`src/sv/fbba_pkg.sv`:
```
`default_nettype none

package fbba_pkg;

   localparam int unsigned MAX_BLOCKS_DEF = 1024;

   localparam int unsigned WORD_W  = 32;
   localparam int unsigned WORD_AW = 5;

   localparam int unsigned REQ_W    = 2;
   localparam int unsigned INDEX_W  = 10;
   localparam int unsigned STATUS_W = 2;
   localparam int unsigned COUNT_W  = 10;
   localparam int unsigned TOTAL_W  = 11;

   localparam logic [TOTAL_W-1:0] TOTAL_RESET = 11'd1024;
   localparam logic [TOTAL_W-1:0] TOTAL_CAP   = 11'd2047;
   localparam logic [COUNT_W-1:0] COUNT_SAT   = 10'h3FF;

   localparam logic [REQ_W-1:0] REQ_ALLOC   = 2'd0;
   localparam logic [REQ_W-1:0] REQ_RELEASE = 2'd1;
   localparam logic [REQ_W-1:0] REQ_FORMAT  = 2'd2;

   localparam logic [STATUS_W-1:0] ST_OK    = 2'd0;
   localparam logic [STATUS_W-1:0] ST_FULL  = 2'd1;
   localparam logic [STATUS_W-1:0] ST_RANGE = 2'd2;

endpackage

`default_nettype wire

```
`src/sv/fbba_map_ram.sv`:
```
`default_nettype none

module fbba_map_ram #(
   parameter int unsigned DEPTH = 32,
   parameter int unsigned AW    = 5
) (
   input  wire logic                         clock,
   input  wire logic                         wr_en,
   input  wire logic [AW-1:0]                wr_addr,
   input  wire logic [fbba_pkg::WORD_W-1:0]  wr_data,
   input  wire logic                         rd_en,
   input  wire logic [AW-1:0]                rd_addr,
   output logic      [fbba_pkg::WORD_W-1:0]  rd_data
);

   logic [fbba_pkg::WORD_W-1:0] mem [0:DEPTH-1];
   logic [fbba_pkg::WORD_W-1:0] rd_data_ff;

   always_ff @(posedge clock) begin
      if (wr_en) begin
         mem[wr_addr] <= wr_data;
      end
   end

   always_ff @(posedge clock) begin
      if (rd_en) begin
         rd_data_ff <= mem[rd_addr];
      end
   end

   assign rd_data = rd_data_ff;

endmodule

`default_nettype wire

```
`src/sv/fbba_ffs.sv`:
```
`default_nettype none

module fbba_ffs (
   input  wire logic [fbba_pkg::WORD_W-1:0]  word,
   output logic                              found,
   output logic      [fbba_pkg::WORD_AW-1:0] pos
);

   always_comb begin
      found = 1'b0;
      pos   = '0;
      for (int i = fbba_pkg::WORD_W - 1; i >= 0; i--) begin
         if (word[i]) begin
            found = 1'b1;
            pos   = fbba_pkg::WORD_AW'(i);
         end
      end
   end

endmodule

`default_nettype wire

```
`src/sv/free_block_bitmap_allocator.sv`:
```
// First-fit allocator over a free map of disk blocks 1 to limit-1, where limit is the smaller
// of csr_total_blocks and MAX_BLOCKS. The map lives in a RAM of 32-bit words, and one
// find-first-set unit inspects one word per cycle. After reset the map is swept to all used,
// one word a cycle, before the first request transfer is taken. An allocate scans the words
// up to the first free block (at most ceil(limit/32) words, and none when limit is below 2);
// a release reads and rewrites the word of its index, unless the index is out of range, a
// format rewrites every word of the map, and an unused request code goes straight to the
// response. One request is in progress at a time; the result waits in an output register, so
// a new request may be taken while the previous result is still stalled, and a finished result
// that finds that register still occupied holds the request port until the register is free.

`default_nettype none

module free_block_bitmap_allocator #(
   parameter int unsigned MAX_BLOCKS = fbba_pkg::MAX_BLOCKS_DEF
) (
   input  wire logic                            clock,
   input  wire logic                            reset,

   input  wire logic                            req_valid,
   output logic                                 req_stall,
   input  wire logic [fbba_pkg::REQ_W-1:0]      req_type,
   input  wire logic [fbba_pkg::INDEX_W-1:0]    req_block_index,

   output logic                                 rsp_valid,
   input  wire logic                            rsp_stall,
   output logic      [fbba_pkg::INDEX_W-1:0]    rsp_granted_block,
   output logic      [fbba_pkg::STATUS_W-1:0]   rsp_status,
   output logic      [fbba_pkg::COUNT_W-1:0]    rsp_free_blocks,

   input  wire logic                            csr_valid,
   output logic                                 csr_ready,
   input  wire logic [fbba_pkg::TOTAL_W-1:0]    csr_total_blocks
);

   localparam int unsigned NW     = (MAX_BLOCKS + fbba_pkg::WORD_W - 1) / fbba_pkg::WORD_W;
   localparam int unsigned WAW    = (NW > 1) ? $clog2(NW) : 1;
   localparam int unsigned FC_W   = $clog2(MAX_BLOCKS);
   localparam int unsigned FX_W   = (FC_W > fbba_pkg::COUNT_W) ? FC_W : fbba_pkg::COUNT_W;
   localparam int unsigned LWW    = fbba_pkg::TOTAL_W - fbba_pkg::WORD_AW;
   localparam int unsigned CMP_W  = (WAW > LWW) ? WAW : LWW;
   localparam int unsigned GB_W   = WAW + fbba_pkg::WORD_AW;
   localparam int unsigned GBX_W  = (GB_W > fbba_pkg::INDEX_W) ? GB_W : fbba_pkg::INDEX_W;
   localparam int unsigned CAP    = (MAX_BLOCKS < 2047) ? MAX_BLOCKS : 2047;
   localparam logic [WAW-1:0] LAST_WORD = WAW'(NW - 1);

   typedef enum logic [2:0] {
      ST_CLEAR,
      ST_IDLE,
      ST_ACHK,
      ST_RCHK,
      ST_FMT,
      ST_RESP
   } state_type;

   state_type                       state_ff, state_in;
   logic [WAW-1:0]                  word_ff, word_in;
   logic [FC_W-1:0]                 free_ff, free_in;
   logic [fbba_pkg::TOTAL_W-1:0]    total_ff, total_in;
   logic [fbba_pkg::INDEX_W-1:0]    idx_ff, idx_in;
   logic [fbba_pkg::INDEX_W-1:0]    res_granted_ff, res_granted_in;
   logic [fbba_pkg::STATUS_W-1:0]   res_status_ff, res_status_in;
   logic                            rsp_valid_ff, rsp_valid_in;
   logic [fbba_pkg::INDEX_W-1:0]    rsp_granted_ff, rsp_granted_in;
   logic [fbba_pkg::STATUS_W-1:0]   rsp_status_ff, rsp_status_in;
   logic [fbba_pkg::COUNT_W-1:0]    rsp_free_ff, rsp_free_in;

   logic                            ram_we;
   logic [WAW-1:0]                  ram_wa;
   logic [fbba_pkg::WORD_W-1:0]     ram_wd;
   logic                            ram_re;
   logic [WAW-1:0]                  ram_ra;
   logic [fbba_pkg::WORD_W-1:0]     ram_rd;

   logic [fbba_pkg::TOTAL_W-1:0]    lim;
   logic [fbba_pkg::TOTAL_W-1:0]    lim_m1;
   logic [CMP_W-1:0]                word_x;
   logic [CMP_W-1:0]                limw_x;
   logic [CMP_W-1:0]                lastw_x;
   logic [fbba_pkg::WORD_W-1:0]     thermo;
   logic [fbba_pkg::WORD_W-1:0]     word_mask;
   logic [fbba_pkg::WORD_W-1:0]     hit_word;
   logic                            ffs_found;
   logic [fbba_pkg::WORD_AW-1:0]    ffs_pos;
   logic [GBX_W-1:0]                gb_x;
   logic [FC_W-1:0]                 fmt_count;
   logic [FX_W-1:0]                 free_x;
   logic [fbba_pkg::COUNT_W-1:0]    free_sat;
   logic [GBX_W-1:0]                req_idx_x;
   logic [GBX_W-1:0]                idx_x;
   logic [fbba_pkg::WORD_AW-1:0]    bit_pos;
   logic                            req_out_of_range;

   fbba_map_ram #(
      .DEPTH (NW),
      .AW    (WAW)
   ) u_map_ram (
      .clock   (clock),
      .wr_en   (ram_we),
      .wr_addr (ram_wa),
      .wr_data (ram_wd),
      .rd_en   (ram_re),
      .rd_addr (ram_ra),
      .rd_data (ram_rd)
   );

   fbba_ffs u_ffs (
      .word  (hit_word),
      .found (ffs_found),
      .pos   (ffs_pos)
   );

   always_comb begin
      lim = (total_ff > fbba_pkg::TOTAL_W'(CAP)) ? fbba_pkg::TOTAL_W'(CAP) : total_ff;
   end

   assign lim_m1    = lim - 11'd1;
   assign word_x    = CMP_W'(word_ff);
   assign limw_x    = CMP_W'(lim[fbba_pkg::TOTAL_W-1:fbba_pkg::WORD_AW]);
   assign lastw_x   = CMP_W'(lim_m1[fbba_pkg::TOTAL_W-1:fbba_pkg::WORD_AW]);
   assign thermo    = (32'd1 << lim[fbba_pkg::WORD_AW-1:0]) - 32'd1;
   assign fmt_count = (lim == '0) ? '0 : FC_W'(lim_m1);

   // Bits of the current word that lie in the managed range 1 to limit-1.
   always_comb begin
      if (word_x < limw_x) begin
         word_mask = '1;
      end else if (word_x == limw_x) begin
         word_mask = thermo;
      end else begin
         word_mask = '0;
      end
      if (word_x == '0) begin
         word_mask[0] = 1'b0;
      end
   end

   assign hit_word  = ram_rd & word_mask;
   assign gb_x      = GBX_W'({word_ff, ffs_pos});
   assign req_idx_x = GBX_W'(req_block_index);
   assign idx_x     = GBX_W'(idx_ff);
   assign bit_pos   = idx_ff[fbba_pkg::WORD_AW-1:0];
   assign free_x    = FX_W'(free_ff);
   assign free_sat  = (free_x > FX_W'(fbba_pkg::COUNT_SAT)) ? fbba_pkg::COUNT_SAT
                                                            : free_x[fbba_pkg::COUNT_W-1:0];
   assign req_out_of_range = (req_block_index == '0)
                             || (fbba_pkg::TOTAL_W'(req_block_index) >= lim);

   always_comb begin
      state_in       = state_ff;
      word_in        = word_ff;
      free_in        = free_ff;
      total_in       = total_ff;
      idx_in         = idx_ff;
      res_granted_in = res_granted_ff;
      res_status_in  = res_status_ff;
      rsp_valid_in   = rsp_valid_ff;
      rsp_granted_in = rsp_granted_ff;
      rsp_status_in  = rsp_status_ff;
      rsp_free_in    = rsp_free_ff;
      ram_we         = 1'b0;
      ram_wa         = word_ff;
      ram_wd         = '0;
      ram_re         = 1'b0;
      ram_ra         = word_ff;

      if (csr_valid) begin
         total_in = csr_total_blocks;
      end
      if (rsp_valid_ff && !rsp_stall) begin
         rsp_valid_in = 1'b0;
      end

      case (state_ff)
         ST_CLEAR: begin
            ram_we = 1'b1;
            ram_wd = '0;
            if (word_ff == LAST_WORD) begin
               word_in  = '0;
               state_in = ST_IDLE;
            end else begin
               word_in = word_ff + 1'b1;
            end
         end
         ST_IDLE: begin
            if (req_valid) begin
               idx_in         = req_block_index;
               word_in        = '0;
               res_granted_in = '0;
               res_status_in  = fbba_pkg::ST_OK;
               case (req_type)
                  fbba_pkg::REQ_ALLOC: begin
                     if (lim <= 11'd1) begin
                        res_status_in = fbba_pkg::ST_FULL;
                        state_in      = ST_RESP;
                     end else begin
                        ram_re   = 1'b1;
                        ram_ra   = '0;
                        state_in = ST_ACHK;
                     end
                  end
                  fbba_pkg::REQ_RELEASE: begin
                     if (req_out_of_range) begin
                        res_status_in = fbba_pkg::ST_RANGE;
                        state_in      = ST_RESP;
                     end else begin
                        ram_re   = 1'b1;
                        ram_ra   = req_idx_x[fbba_pkg::WORD_AW +: WAW];
                        word_in  = req_idx_x[fbba_pkg::WORD_AW +: WAW];
                        state_in = ST_RCHK;
                     end
                  end
                  fbba_pkg::REQ_FORMAT: begin
                     state_in = ST_FMT;
                  end
                  default: begin
                     state_in = ST_RESP;
                  end
               endcase
            end
         end
         ST_ACHK: begin
            if (ffs_found) begin
               ram_we         = 1'b1;
               ram_wd         = ram_rd & ~(32'd1 << ffs_pos);
               free_in        = free_ff - 1'b1;
               res_granted_in = gb_x[fbba_pkg::INDEX_W-1:0];
               res_status_in  = fbba_pkg::ST_OK;
               state_in       = ST_RESP;
            end else if (word_x == lastw_x) begin
               res_status_in = fbba_pkg::ST_FULL;
               state_in      = ST_RESP;
            end else begin
               ram_re  = 1'b1;
               ram_ra  = word_ff + 1'b1;
               word_in = word_ff + 1'b1;
            end
         end
         ST_RCHK: begin
            ram_we = 1'b1;
            ram_wa = idx_x[fbba_pkg::WORD_AW +: WAW];
            ram_wd = ram_rd | (32'd1 << bit_pos);
            if (!ram_rd[bit_pos]) begin
               free_in = free_ff + 1'b1;
            end
            state_in = ST_RESP;
         end
         ST_FMT: begin
            ram_we = 1'b1;
            ram_wd = word_mask;
            if (word_ff == LAST_WORD) begin
               free_in  = fmt_count;
               state_in = ST_RESP;
            end else begin
               word_in = word_ff + 1'b1;
            end
         end
         ST_RESP: begin
            if (!rsp_valid_ff || !rsp_stall) begin
               rsp_valid_in   = 1'b1;
               rsp_granted_in = res_granted_ff;
               rsp_status_in  = res_status_ff;
               rsp_free_in    = free_sat;
               state_in       = ST_IDLE;
            end
         end
         default: begin
            state_in = ST_IDLE;
         end
      endcase
   end

   always_ff @(posedge clock) begin
      if (reset) begin
         state_ff     <= ST_CLEAR;
         word_ff      <= '0;
         free_ff      <= '0;
         total_ff     <= fbba_pkg::TOTAL_RESET;
         rsp_valid_ff <= 1'b0;
      end else begin
         state_ff     <= state_in;
         word_ff      <= word_in;
         free_ff      <= free_in;
         total_ff     <= total_in;
         rsp_valid_ff <= rsp_valid_in;
      end
      idx_ff         <= idx_in;
      res_granted_ff <= res_granted_in;
      res_status_ff  <= res_status_in;
      rsp_granted_ff <= rsp_granted_in;
      rsp_status_ff  <= rsp_status_in;
      rsp_free_ff    <= rsp_free_in;
   end

   assign req_stall         = (state_ff != ST_IDLE);
   assign rsp_valid         = rsp_valid_ff;
   assign rsp_granted_block = rsp_granted_ff;
   assign rsp_status        = rsp_status_ff;
   assign rsp_free_blocks   = rsp_free_ff;
   assign csr_ready         = 1'b1;

   // The free count can never exceed the number of blocks the map can hold.
   a_free_bound: assert property (@(posedge clock) disable iff (reset)
      free_ff <= FC_W'(MAX_BLOCKS - 1))
      else $error("free count beyond map size");

   // An accepted request always starts work, so no second transfer follows at once.
   a_accept_busy: assert property (@(posedge clock) disable iff (reset)
      (req_valid && !req_stall) |=> (state_ff != ST_IDLE))
      else $error("request accepted without starting work");

   // A full-disk answer never carries a block number.
   a_full_no_grant: assert property (@(posedge clock) disable iff (reset)
      (rsp_valid && rsp_status == fbba_pkg::ST_FULL) |-> (rsp_granted_block == '0))
      else $error("full status with a granted block");

   // The map is only written while a request or the reset sweep is in progress.
   a_write_busy: assert property (@(posedge clock) disable iff (reset)
      ram_we |-> (state_ff != ST_IDLE && state_ff != ST_RESP))
      else $error("map written while idle");

   // A successful grant decrements the free count by exactly one.
   a_grant_count: assert property (@(posedge clock) disable iff (reset)
      (state_ff == ST_ACHK && ffs_found) |=> (free_ff == $past(free_ff) - 1'b1))
      else $error("free count not decremented on grant");

endmodule

`default_nettype wire

```
`config.mk`:
```
export PLATFORM = sky130hd
export DESIGN_NAME = free_block_bitmap_allocator
export DESIGN_NICKNAME = d
export VERILOG_FILES = /design/src/sv/fbba_pkg.sv /design/src/sv/fbba_map_ram.sv /design/src/sv/fbba_ffs.sv /design/src/sv/free_block_bitmap_allocator.sv
export SDC_FILE = /design/constraint.sdc
export NUM_CORES = 2
export LEC_CHECK = 0
export ABC_CLOCK_PERIOD_IN_PS = 10920
export BUFFER_PORTS_ARGS = -buffer_cell sky130_fd_sc_hd__clkbuf_2
export CAP_MARGIN = 20
export CORE_MARGIN = 3
export CORE_UTILIZATION = 54
export CTS_CLUSTER_DIAMETER = 120
export DETAILED_ROUTE_END_ITERATION = 12
export GPL_ROUTABILITY_DRIVEN = 0
export PLACE_DENSITY_LB_ADDON = 0.12
export SLEW_MARGIN = 20
export SYNTH_ARGS = -nofsm -noshare
export SYNTH_HDL_FRONTEND = slang
export SYNTH_HIERARCHICAL = 1
export SYNTH_SLANG_ARGS = --single-unit
```
`constraint.sdc`:
```
create_clock -name clock -period 10.92 [get_ports clock]
set_clock_uncertainty 0.15 [all_clocks]
set_input_delay 1.638 -clock clock [delete_from_list [all_inputs] [get_ports clock]]
set_output_delay 1.638 -clock clock [all_outputs]
set_load 0.02 [all_outputs]
```
Word level (Yosys, flattened, before mapping)
Memories as Yosys holds them, arrays and structs flattened. A register that Yosys moved wholly into a read port is not among the register bits.
Index checks and enable logic that the tools add are counted.

word-level totals
  bits in registers = 74
  bits in latches = 0
  RAM bits = 1024
  bits in read-only memories = 0
  input bits = 28
  memories kept = 1

memory list
  name           depth  width  rd ports  clocked after Yosys merged registers in  wr ports  line                source
  u_map_ram.mem  32     32     1         1                                        1         fbba_map_ram.sv:16  logic [fbba_pkg::WORD_W-1:0] mem [0:DEPTH-1];

cells by class
  $add $sub $neg = 5
  $mul = 0
  div/mod/pow operators = 0
  magnitude comparators = 6
  equality and inequality tests = 19
  shift-type cells = 3
  muxes and demuxes = 125
  bitwise gates (word level) = 4
  reductions and logical operators = 21

operators by type and width
  operator                                                                 count
  5-bit two-way mux                                                        43
  32-bit two-way mux                                                       3
  32-bit case mux with 3 select lines                                      1
  1-bit by 5-bit << shifter with 32-bit output (first input constant)      3
  32-bit bitwise AND                                                       2
  10-bit two-way mux                                                       6
  1-bit two-way mux                                                        46
  32-bit inverter                                                          1
  32-bit OR                                                                1
  32-bit by 1-bit subtractor with 32-bit output (second input constant)    1
  10-bit case mux with 3 select lines                                      1
  3-bit two-way mux                                                        8
  10-bit case mux with 2 select lines                                      1
  5-bit case mux with 2 select lines                                       2
  5-bit case mux with 4 select lines                                       1
  3-bit case mux with 6 select lines                                       1
  2-bit inequality test (second input constant)                            7
  5-bit by 6-bit equality test with 1-bit output                           2
  10-bit by 11-bit >= comparator with 1-bit output                         1
  11-bit > comparator (second input constant)                              1
  11-bit by 1-bit <= comparator with 1-bit output (second input constant)  1
  11-bit zero test                                                         1
  11-bit two-way mux                                                       1
  11-bit by 1-bit subtractor with 11-bit output (second input constant)    1
  34 further kinds                                                         47

Logic depth before layout (Yosys ltp)
  word-level depth = 45
  depth in mapped cells = 31

By module
Netlist, hierarchy kept.

by module, submodules not included
  module                       times used  cells an instance  area an instance (um^2)  seq. area each (um^2)
  fbba_map_ram                 1           2260               40812.9                  31710.4
  free_block_bitmap_allocator  1           923                7183.1                   1921.8
  fbba_ffs                     1           65                 370.4                    0.0

Least setup slack after synthesis
Ideal clock, no wire load.

  path kind = flip-flop to flip-flop
  from = register total_ff[10] (netlist bit)
  to = memory u_map_ram/mem[0][14] (netlist bit), data pin
  data arrival time = 6.826 ns
  data required time = 10.155 ns
  slack = 3.328 ns
  cell stages (with the launch flop) = 23
  path buffers = 4
  clock period less this slack = 7.592 ns
  cell sequence = dfxtp_1 buf_2 inv_1 clkbuf_1 nand2_1 ha_1 clkbuf_1 or3_1 clkbuf_1 nor2_1 o221ai_1 nor2_1 nand4_1 a21boi_0 and2b_2 nor3_1 o31ai_1 o2111ai_1 a221oi_1 and3b_1 a21oi_1 a21oi_1 o311ai_0

RTL lines
  item                                              line                                source
  start: declaration                                free_block_bitmap_allocator.sv:59   logic [fbba_pkg::TOTAL_W-1:0] total_ff, total_in;
  start signal: assignment                          free_block_bitmap_allocator.sv:278  total_ff <= fbba_pkg::TOTAL_RESET;
  start signal: assignment                          free_block_bitmap_allocator.sv:284  total_ff <= total_in;
  11-bit > comparator                               free_block_bitmap_allocator.sv:114  lim = (total_ff > fbba_pkg::TOTAL_W'(CAP)) ? fbba_pkg::TOTAL_W'(CAP) : total_ff;
  11-bit two-way mux (*)                            free_block_bitmap_allocator.sv:114
  1-bit by 5-bit << shifter with 32-bit output      free_block_bitmap_allocator.sv:121  assign thermo = (32'd1 << lim[fbba_pkg::WORD_AW-1:0]) - 32'd1;
  32-bit by 1-bit subtractor with 32-bit output     free_block_bitmap_allocator.sv:121
  32-bit two-way mux                                free_block_bitmap_allocator.sv:128  end else if (word_x == limw_x) begin
  32-bit two-way mux (*)                            free_block_bitmap_allocator.sv:126  if (word_x < limw_x) begin
  32-bit bitwise AND (*)                            free_block_bitmap_allocator.sv:138  assign hit_word = ram_rd & word_mask;
  net hit_word (one bit)                            free_block_bitmap_allocator.sv:82   logic [fbba_pkg::WORD_W-1:0] hit_word;
  5-bit two-way mux (*) (30 in a row)               fbba_ffs.sv:13                      if (word[i]) begin
  net ffs_pos (one bit)                             free_block_bitmap_allocator.sv:84   logic [fbba_pkg::WORD_AW-1:0] ffs_pos;
  1-bit by 5-bit << shifter with 32-bit output (*)  free_block_bitmap_allocator.sv:225  ram_wd = ram_rd & ~(32'd1 << ffs_pos);
  32-bit inverter (*)                               free_block_bitmap_allocator.sv:225
  32-bit bitwise AND (*)                            free_block_bitmap_allocator.sv:225
  32-bit two-way mux (*)                            free_block_bitmap_allocator.sv:223  if (ffs_found) begin
  32-bit case mux with 3 select lines (*)           free_block_bitmap_allocator.sv:174  case (state_ff)
  net ram_wd (one bit)                              free_block_bitmap_allocator.sv:70   logic [fbba_pkg::WORD_W-1:0] ram_wd;
  end: declaration                                  fbba_map_ram.sv:16

Mark *: on every way through the listed nets, which the timed path passes. The rest lies on a longest branch.

Worst setup path after layout
  from = register total_ff[10] (netlist bit)
  to = register u_map_ram.rd_data_ff, in the netlist u_map_ram/rd_data[16] (read register of u_map_ram.mem), data pin

RTL lines
  item                                           line                                source
  11-bit > comparator                            free_block_bitmap_allocator.sv:114
  11-bit two-way mux (*)                         free_block_bitmap_allocator.sv:114
  1-bit by 5-bit << shifter with 32-bit output   free_block_bitmap_allocator.sv:121
  32-bit by 1-bit subtractor with 32-bit output  free_block_bitmap_allocator.sv:121
  32-bit two-way mux                             free_block_bitmap_allocator.sv:128
  32-bit two-way mux (*)                         free_block_bitmap_allocator.sv:126
  32-bit bitwise AND (*)                         free_block_bitmap_allocator.sv:138
  net hit_word (one bit)                         free_block_bitmap_allocator.sv:82
  1-bit two-way mux (*) (26 in a row)            fbba_ffs.sv:13
  net ffs_found                                  free_block_bitmap_allocator.sv:83   logic ffs_found;
  5-bit two-way mux (*)                          -
  5-bit case mux with 2 select lines (*)         free_block_bitmap_allocator.sv:174
  net ram_ra[2]                                  free_block_bitmap_allocator.sv:72   logic [WAW-1:0] ram_ra;
  end: declaration                               fbba_map_ram.sv:17                  logic [fbba_pkg::WORD_W-1:0] rd_data_ff;

Marked as above.
A chain may end at the register's enable or synchronous reset.

==> run_results.csv <==
group,metric,value,unit
timing,period_needed,9300,ps
setup_path,crit_path_frequent_cell,"nand3_1",
cells_and_area,design.final.nets,3352,
cts,max-clock-path-buffers,3,
cts,post-cts-setup-buffers,0,
global_route,overflow,0,
setup_path,timing.critical_path.fanout_max,50,
route,routed_via_density,6.54,
logic_synthesis,synth_top_cell_by_area,"edfxtp_1",
timing,number_of_pins_with_negative_max_slew_slack_in_the_final_report,0,
route,detail-route-antenna-nets,0,
cts,cts_root_buf,"clkbuf_16",
pwr,power.ir.vdd_worst,0.000165,V
setup_path,critical_path_arrival,9540,ps
timing,fin_tns_setup,0,ps
logic_synthesis,synth_top_area_share,68.3,%
setup_path,slowest_stage,"and2_4",
route,routed_wire_length_per_instance,28.5,µm
outcome,result_of_the_run,"finished clean",
die,placement_rows,109,
pwr,p_leak,0.0171,µW
cts,number_of_buffers_created_by_cts,111,
timing,slew-limit-headroom,13.7,%
logic_synthesis,syn_avg_cell_area,14.9,µm²
placement,buffer_ports.inserted,51,
die,core-area,88600,µm²
placement,dp_hpwl,72000,µm
die,floorplan.io_pins,53,
logic_synthesis,synth_enable_flop_cells,1100,
cts,clock_transition_at_the_register_clock_pins_on_the_worst_setup_and_hold_paths_after_cts,60,ps
cells_and_area,area.growth.synth_to_final,11.4,%
logic_synthesis,netlist-cell-type-count,86,
hold_path,holdCritPathClass,"flip-flop to flip-flop",
setup_path,end_kind,"flip-flop",
die,die-area,93200,µm²
global_route,largest_net_degree_at_the_start_of_global_routing,129,
logic_synthesis,synth_fp_nets,3309,
timing,timing_worst_slew_pin_value,1280,ps
global_route,grt_first_pass_wirelength,189000,µm
cts,clock_latency,700,ps
pwr,p_per_area,168,nW/µm²
logic_synthesis,dominantRegCellSynth,"edfxtp_1",
logic_synthesis,synth_top_cells_by_count,"edfxtp_1 (1100), mux2i_1 (531), a21oi_1 (217)",
route,initialDrtViolationCount,3553,
die,dieWidth,305,µm
global_route,number_of_global_route_vias_before_repair,28500,
cts,cts.htree.levels,3,
cts,tritoncts,"yes",
setup_path,cp-start-kind,"flip-flop",
run,drv.max_cap_violation_count,0,
route,drt_drc_violations_left,0,
logic_synthesis,synth.top_cells.by_area,"edfxtp_1 (68%), mux2i_1 (11%), a21oi_1 (2.2%)",
pwr,total_power,9050,µW
logic_synthesis,ys_async_sr_fraction,0,%
timing,finalSetupViolations,0,
logic_synthesis,post_synth_inst_count,3248,
die,start_util,54.6,%
global_route,antenna_violations_before_repair,0,
route,routed_vias,29800,
setup_path,setup.worst_path.class,"flip-flop to flip-flop",
setup_path,cpLargestDelayFamily,"simple AND/OR/NAND/NOR gates",
setup_path,timing.critical_path.slowest_cell_delay,820,ps
cells_and_area,drive_above_1_share,12.1,%
timing,finalHoldViolCount,0,
logic_synthesis,synth.ff_latch_count,1130,
logic_synthesis,share_of_the_yosys_chip_area_belonging_to_registers,69.5,%
logic_synthesis,yosysMostFrequentCell,"edfxtp_1",
timing,maxClockFrequency,0.107,GHz
logic_synthesis,post_synth_instance_area,48400,µm²
route,finalWirelength,130000,µm
timing,fin_crit_sh,85.2,%
route,drt-pass1-iter-count,9,
cts,cts-hold-fix-buffers,0,
global_route,grt_use_total,27.3,%
cts,ctsResizeCount,0,
setup_path,critical_path.n_buffers_inverters,3,
setup_path,timing.critical_path.required,11160,ps
cells_and_area,antenna_cells,0,
cts,numClockSinks,1130,
timing,unrepaired_setup_endpoints_after_global_routing,"no",
die,chipHeight,305,µm
logic_synthesis,warnings_synthesis,6,
[registers in the layout, indices dropped and copies added (netlist names)]
signal             count
res_status_ff          2
rsp_granted_block     10
u_map_ram/rd_data     32
word_ff                5
rsp_free_blocks       10
free_ff               10
rsp_valid              1
idx_ff                10
state_ff               3
rsp_status             2
res_granted_ff        10
total_ff              11
u_map_ram/mem       1024
[through the flow]
stage	std cells	cell area (µm²)	setup slack [ps]	util (%)	hold WS, ps
2_1_floorplan	3248	48400	3330	-	250
3_3_place_gp	4339	50100	1830	56.5	259
3_5_place_dp	4340	50200	1410	56.6	255
4_1_cts	4549	53800	1300	60.7	270
5_1_grt	4552	53900	1160	60.8	280
6_report	4552	53900	1620	60.8	269
[logic make-up after synthesis]
| family | count (synthesis) | synth area share (%) |
|---|---|---|
| flops | 1130 | 69.5 |
| mux | 542 | 11.5 |
| compound gates | 616 | 8.51 |
| buf+inv | 246 | 2.58 |
| xor+xnor | 23 | 0.417 |
| fa+ha+maj | 33 | 0.869 |
| simple gates | 657 | 6.60 |
| other cells | 1 | 0.00775 |
[worst register-to-register path, delay by kind of cell (launching register included)]
family,cells,cell delay (ps)
DFF,1,720
buffers and inverters,3,1140
and+or+nand+nor,13,4390
xor gates and xnor gates,1,250
adders and majority gates,1,430
AOI/OAI and AO/OA,7,1910
[where the power goes]
group          internal (µW)  total, µW  switching (µW)
registers               4730       4750            17.9
logic                    179        501             322
clock network           2170       3800            1620
[metal layers]
metal  GRT usage (%)  part of all wire [%]  vias up
met3            4.83                   8.7      306
met2            43.5                    47     1527
met4            8.71                   3.3        0
met5               0                     0        -
li1                -                     -    12800
met1            38.7                    41    15100
[placed cells by master, fill, tap and decap left out, types with 22 or more instances in the layout]
cell type  count
nor2b_1       24
a22o_1        64
o21ai_0       49
clkbuf_2      51
nand3_1      118
buf_4         75
nand2_1      200
dfxtp_1       29
nor3_1        57
edfxtp_1    1100
nor2_4        33
a21oi_1      216
inv_1         38
mux2i_1      531
clkinv_2      22
clkbuf_16    114
a22oi_1       97
a31oi_1       50
clkbuf_1      22
ha_1          32
nor2_1        86
clkinv_1      26
[final timing paths]
check,start,end,slack [ps],cells after the start
worst max-delay path,total_ff[10],u_map_ram/rd_data[16],1620,25
worst min-delay path,res_granted_ff[6],rsp_granted_block[6],270,0
worst max register to register,total_ff[10],u_map_ram/rd_data[16],1620,25
worst min register to register,res_granted_ff[6],rsp_granted_block[6],270,0
[cell type report]
type	instances	area, µm²
Tap cell	1165	1460
Fill cell	6567	34700
Multi-Input combinational cell	1872	14000
Timing Repair Buffer	137	1030
Inverter	39	146
Clock buffer	136	2940
Sequential cell	1130	33600
Clock inverter	73	701
Power figures use the tool's default switching activity.
